**src/salc_ram.sv**
```systemverilog
// Generic single-write, single-read RAM with registered read data.
module salc_ram #(
    parameter int WIDTH = 8,
    parameter int DEPTH = 16
) (
    input  logic                                    clk,
    input  logic                                    we,
    input  logic [((DEPTH > 1) ? $clog2(DEPTH) : 1)-1:0] waddr,
    input  logic [WIDTH-1:0]                        wdata,
    input  logic [((DEPTH > 1) ? $clog2(DEPTH) : 1)-1:0] raddr,
    output logic [WIDTH-1:0]                        rdata
);
    logic [WIDTH-1:0] mem [DEPTH];
    logic [WIDTH-1:0] rdata_reg;

    always_ff @(posedge clk)
    begin
        if (we)
        begin
            mem[waddr] <= wdata;
        end
        rdata_reg <= mem[raddr];
    end

    assign rdata = rdata_reg;
endmodule

```
**config.mk**
```make
export PLATFORM = sky130hd
export DESIGN_NAME = salc_ram
export DESIGN_NICKNAME = d
export VERILOG_FILES = /design/src/salc_ram.sv
export SDC_FILE = /design/constraint.sdc
export NUM_CORES = 1
export LEC_CHECK = 0
export BUFFER_PORTS_ARGS = -buffer_cell sky130_fd_sc_hd__buf_4
export CAP_MARGIN = 20
export CORE_ASPECT_RATIO = 1.4
export CORE_MARGIN = 1.5
export CORE_UTILIZATION = 50
export DETAILED_ROUTE_END_ITERATION = 16
export GPL_TIMING_DRIVEN = 1
export PLACE_DENSITY = 0.67
export SETUP_SLACK_MARGIN = 0.1
export SLEW_MARGIN = 20
export SYNTH_ARGS = -nofsm -noshare
export SYNTH_HDL_FRONTEND = slang
export SYNTH_SLANG_ARGS = --single-unit
```
**constraint.sdc**
```tcl
create_clock -name clk -period 2.75 [get_ports clk]
set_input_delay 0.55 -clock clk [delete_from_list [all_inputs] [get_ports clk]]
set_output_delay 0.55 -clock clk [all_outputs]
set_load 0.05 [all_outputs]
```
* Yosys cells after proc, flatten, opt, wreduce, memory -nomap -nowiden *
Memory sizes are Yosys's and may differ from the RTL's. A register that Yosys moved wholly into a read port is not among the register bits.
Cells that the tools add are included.

word-level totals
  bits in registers = 0
  bits in latches = 0
  memory bits (writable) = 128
  memory bits (read-only) = 0
  input port bits = 18
  logic and storage cells = 3
  memories = 1

operators by class
  add/sub/neg operators = 0
  multipliers = 0
  divide/modulo/power cells = 0
  order comparisons = 0
  equality and inequality tests = 0
  shifts and indexed selects = 0
  multiplexer cells = 2
  bitwise gates (word level) = 0
  reduce and logical (&&, ||, !) cells = 0

memory list
  name  depth  width  rd ports  clocked after Yosys merged registers in  wr ports  RTL line  source
  mem   16     8      1         1                                        1         13        logic [WIDTH-1:0] mem [DEPTH];

operators by type and width
  operator          number
  2-to-1 mux 1 bit  2

* Logic depth before layout (Yosys ltp) *
  word-level depth = 2
  depth in mapped cells = 5

* Least setup slack after synthesis *
OpenSTA, ideal clock, no wires.

  kind = input-to-reg
  start point = input port waddr[2] (netlist bit)
  end point = memory mem[0][0], enable pin
  library setup time = 0.383 ns
  arrival = 1.660 ns
  data required time = 2.367 ns
  slack = 0.707 ns
  stages = 2
  buffers on the path = 0
  path through = or3b_2 > nor3_1

RTL lines
  item         RTL line  source
  from (decl)  8         input logic [((DEPTH > 1) ? $clog2(DEPTH) : 1)-1:0] waddr,
  to (decl)    13

No word-level cell before the write port.

* Worst setup path in the final report *
  start point = input port waddr[2] (netlist bit)
  end point = memory mem[3][4], enable pin

No word-level cell before the write port.

==> summary.md <==
| Metric | Value |
|---|---|
| Area growth, synth to finish | 20.2% |
| Status | completed |
| Synth Area in Compound Gates | 0.0233 |
| Worst skew pair latency | between 0.4 and 0.5 ns |
| Synthesized area per cell | approximately 22 um^2 |
| Clock sinks | 136 |
| Vias in the first global route | approximately 2.4k |
| Final #Nets | roughly 300 |
| Largest family of logic cells by synthesized area | multiplexers |
| Final Hold Vio Count | 0 |
| Syn Nets | approximately 250 |
| RSZ-0062 raised after global routing | false |
| Peak Freq | roughly 0.57 GHz |
| Mean routed wirelength per cell | about 23 um |
| Drt first pass iters | 4 |
| Max reg flops | 128 |
| Clock buffer depth | 2 |
| Synth Area in Simple Gates | 0.0318 |
| # placed instances | 396 |
| Worst Setup End Kind | register |
| All-layer global routing usage | 0.201 |
| Die X | a little under 90 um |
| Max-Slew Margin vs Limit | 0.483 |
| Synth Cell Area | roughly 5000 um^2 |
| CP Launch Type | input port |
| Hold Path Class | input port to register |
| Max VDD drop | roughly 0.47 mV |
| Setup TNS | 0 ns |
| Grt ovf | 0 |
| Clock-pin slew on the worst setup and hold paths | 0.05 ns |
| Post-CTS Setup Bufs | 0 |
| Setup CP Type | input port to register |
| Final Cycle Share | 0.637 |
| Routability cong. | ~0.79 |
| Worst Path Arrival | roughly 1.8 ns |
| CTS buffer count | 17 |
| Crit Path Max Fanout | 8 |
| Power density cells | ~800 nW/um^2 |
| Root Buffer | clkbuf_16 |
| Yosys cell types | 19 |
| DRC | 0 |
| Adder-Cell Fraction of Synth Area | 0 |
| Post-Syn Instances | around 230 |
| Seq/Total Area, Yosys | 0.778 |
| Final Max Tran Viols | 0 |
| Min cycle time layout | 1.75 ns |
| Total power | approximately 5 mW |
| Share of post-route cells with drive strength above 1 | 0.317 |
| Static leakage | between 2 and 2.5 nW |
| Resize count post-CTS | 0 |
| Mux cell area share after synthesis | 0.150 |
| DP HPWL | about 6000 um |
| Layout Skew | 0.00599 ns |
| Drt first-iter violations | about 270 |
| I/O pin count | 26 |
| CTS H-tree lvls | 4 |
| Fraction of synthesized cell area in xor and xnor cells | 0 |
| Via-to-Cell Ratio | around 5.7 |
| Register bit count reported by yosys | ~140 |
| IO Port Bufs | 25 |
| Layout filler cell count | 668 |
| Count of final setup violators | 0 |
| Diode count | 0 |
| Core Footprint | about 10000 um^2 |
| Slew @ Worst Pin | slightly below 0.8 ns |
| Max-cap violations | 0 |
| Initial core utilization | 0.517 |
| CP required | 2.79 ns |
| ANT nets after route | 0 |
| Largest net degree at the start of global routing | 33 |
| Initial antenna violation count | 0 |
| TritonCTS clock tree | yes |
| Global-route wire length before repair | between 10000 and 15000 um |
| WL final | just under 10000 um |
| Finished Layout Cells | roughly 430 |
| Hold-fix buffers, CTS | 0 |
| Syn. warnings | 0 |
| Die span in y | between 100 and 150 um |
| Vias | 2434 |
| Std-Cell Rows | 43 |
| Die Footprint | 10900 um^2 |
## path summary, 6_finish.rpt
path                                 start         to  slack, ns  depth (start not counted)
worst max-delay path              waddr[2]  mem[3][4]        1.0                          3
worst min-delay path              wdata[2]  mem[5][2]       0.44                          1
worst max register to register   mem[2][0]   rdata[0]       1.38                          3
worst min register to register  mem[15][1]   rdata[1]       0.67                          3
## cell families after synthesis
logic type | after synthesis
and+or+nand+nor | 35
DFF | 136
AOI/OAI and AO/OA | 16
muxes | 32
buffers and inverters | 10
## through the flow
| stage | setup slack, ns | hold slack [ns] | instance area, um^2 | utilization |
|---|---|---|---|---|
| after CTS | 0.983 | 0.436 | 6190 | 0.622 |
| after floorplan | 0.707 | 0.629 | 5150 | - |
| final | 0.997 | 0.444 | 6190 | 0.622 |
| after global routing | 0.929 | 0.449 | 6190 | 0.622 |
| after detailed placement | 0.575 | 0.658 | 5560 | 0.558 |
| after global placement | 0.567 | 0.650 | 5560 | 0.558 |
## layout by cell type, fill, tap and decap left out, drive strengths merged, types with 2 or more instances in the layout
cell type    n
a22oi       16
buf         42
bufinv       4
clkbuf      19
clkinv       6
clkinvlp     3
dfxtp        8
edfxtp     128
mux4        32
nand2        9
nand2b       2
nand3b       2
nor2        13
nor3         4
## synthesized netlist by cell type, drive strengths merged
cell type	n	area (um^2)
nor3	4	20.0
nand3	1	5.00
nand2	9	33.8
and2b	1	7.51
dfxtp	8	160
mux4	32	773
nand2b	2	12.5
nor2b	1	6.26
edfxtp	128	3840
nor2	13	48.8
nand3b	2	15.0
clkdlybuf4s25	3	30.0
or3b	1	8.76
a22oi	16	120
buf	7	56.3
and2	1	6.26
## worst max-delay path, cell delays in order
cell	delay (ns)
buf_4	0.12
or3b_2	0.51
nor2_1	0.61
## area by class of cell
| class | count | area, um^2 | share of cell area |
|---|---|---|---|
| tap | 135 | 169 | 0.0273 |
| sequential | 136 | 4000 | 0.647 |
| timing repair buffer | 42 | 328 | 0.0530 |
| clock buffer | 19 | 453 | 0.0732 |
| clock inverter | 13 | 176 | 0.0285 |
| multi-input combinational | 83 | 1060 | 0.171 |
## routing by layer
metal | routed length (um) | GRT usage | vias up
li1 | - | - | 1076
met1 | 3630 | 0.247 | 1245
met2 | 5200 | 0.326 | 101
met3 | 718 | 0.0688 | 12
met4 | 149 | 0.0811 | 0
met5 | 0 | 0 | -
## power breakdown
part / leakage, nW / switching [mW] / internal (mW) / total (mW)
clock: 0.305 / 0.799 / 1.56 / 2.35
sequential: 1.22 / 0.0148 / 2.32 / 2.33
combinational: 0.586 / 0.165 / 0.105 / 0.270
total: 2.11 / 0.979 / 3.98 / 4.96
No activity file was read; power rests on OpenSTA's default activity.
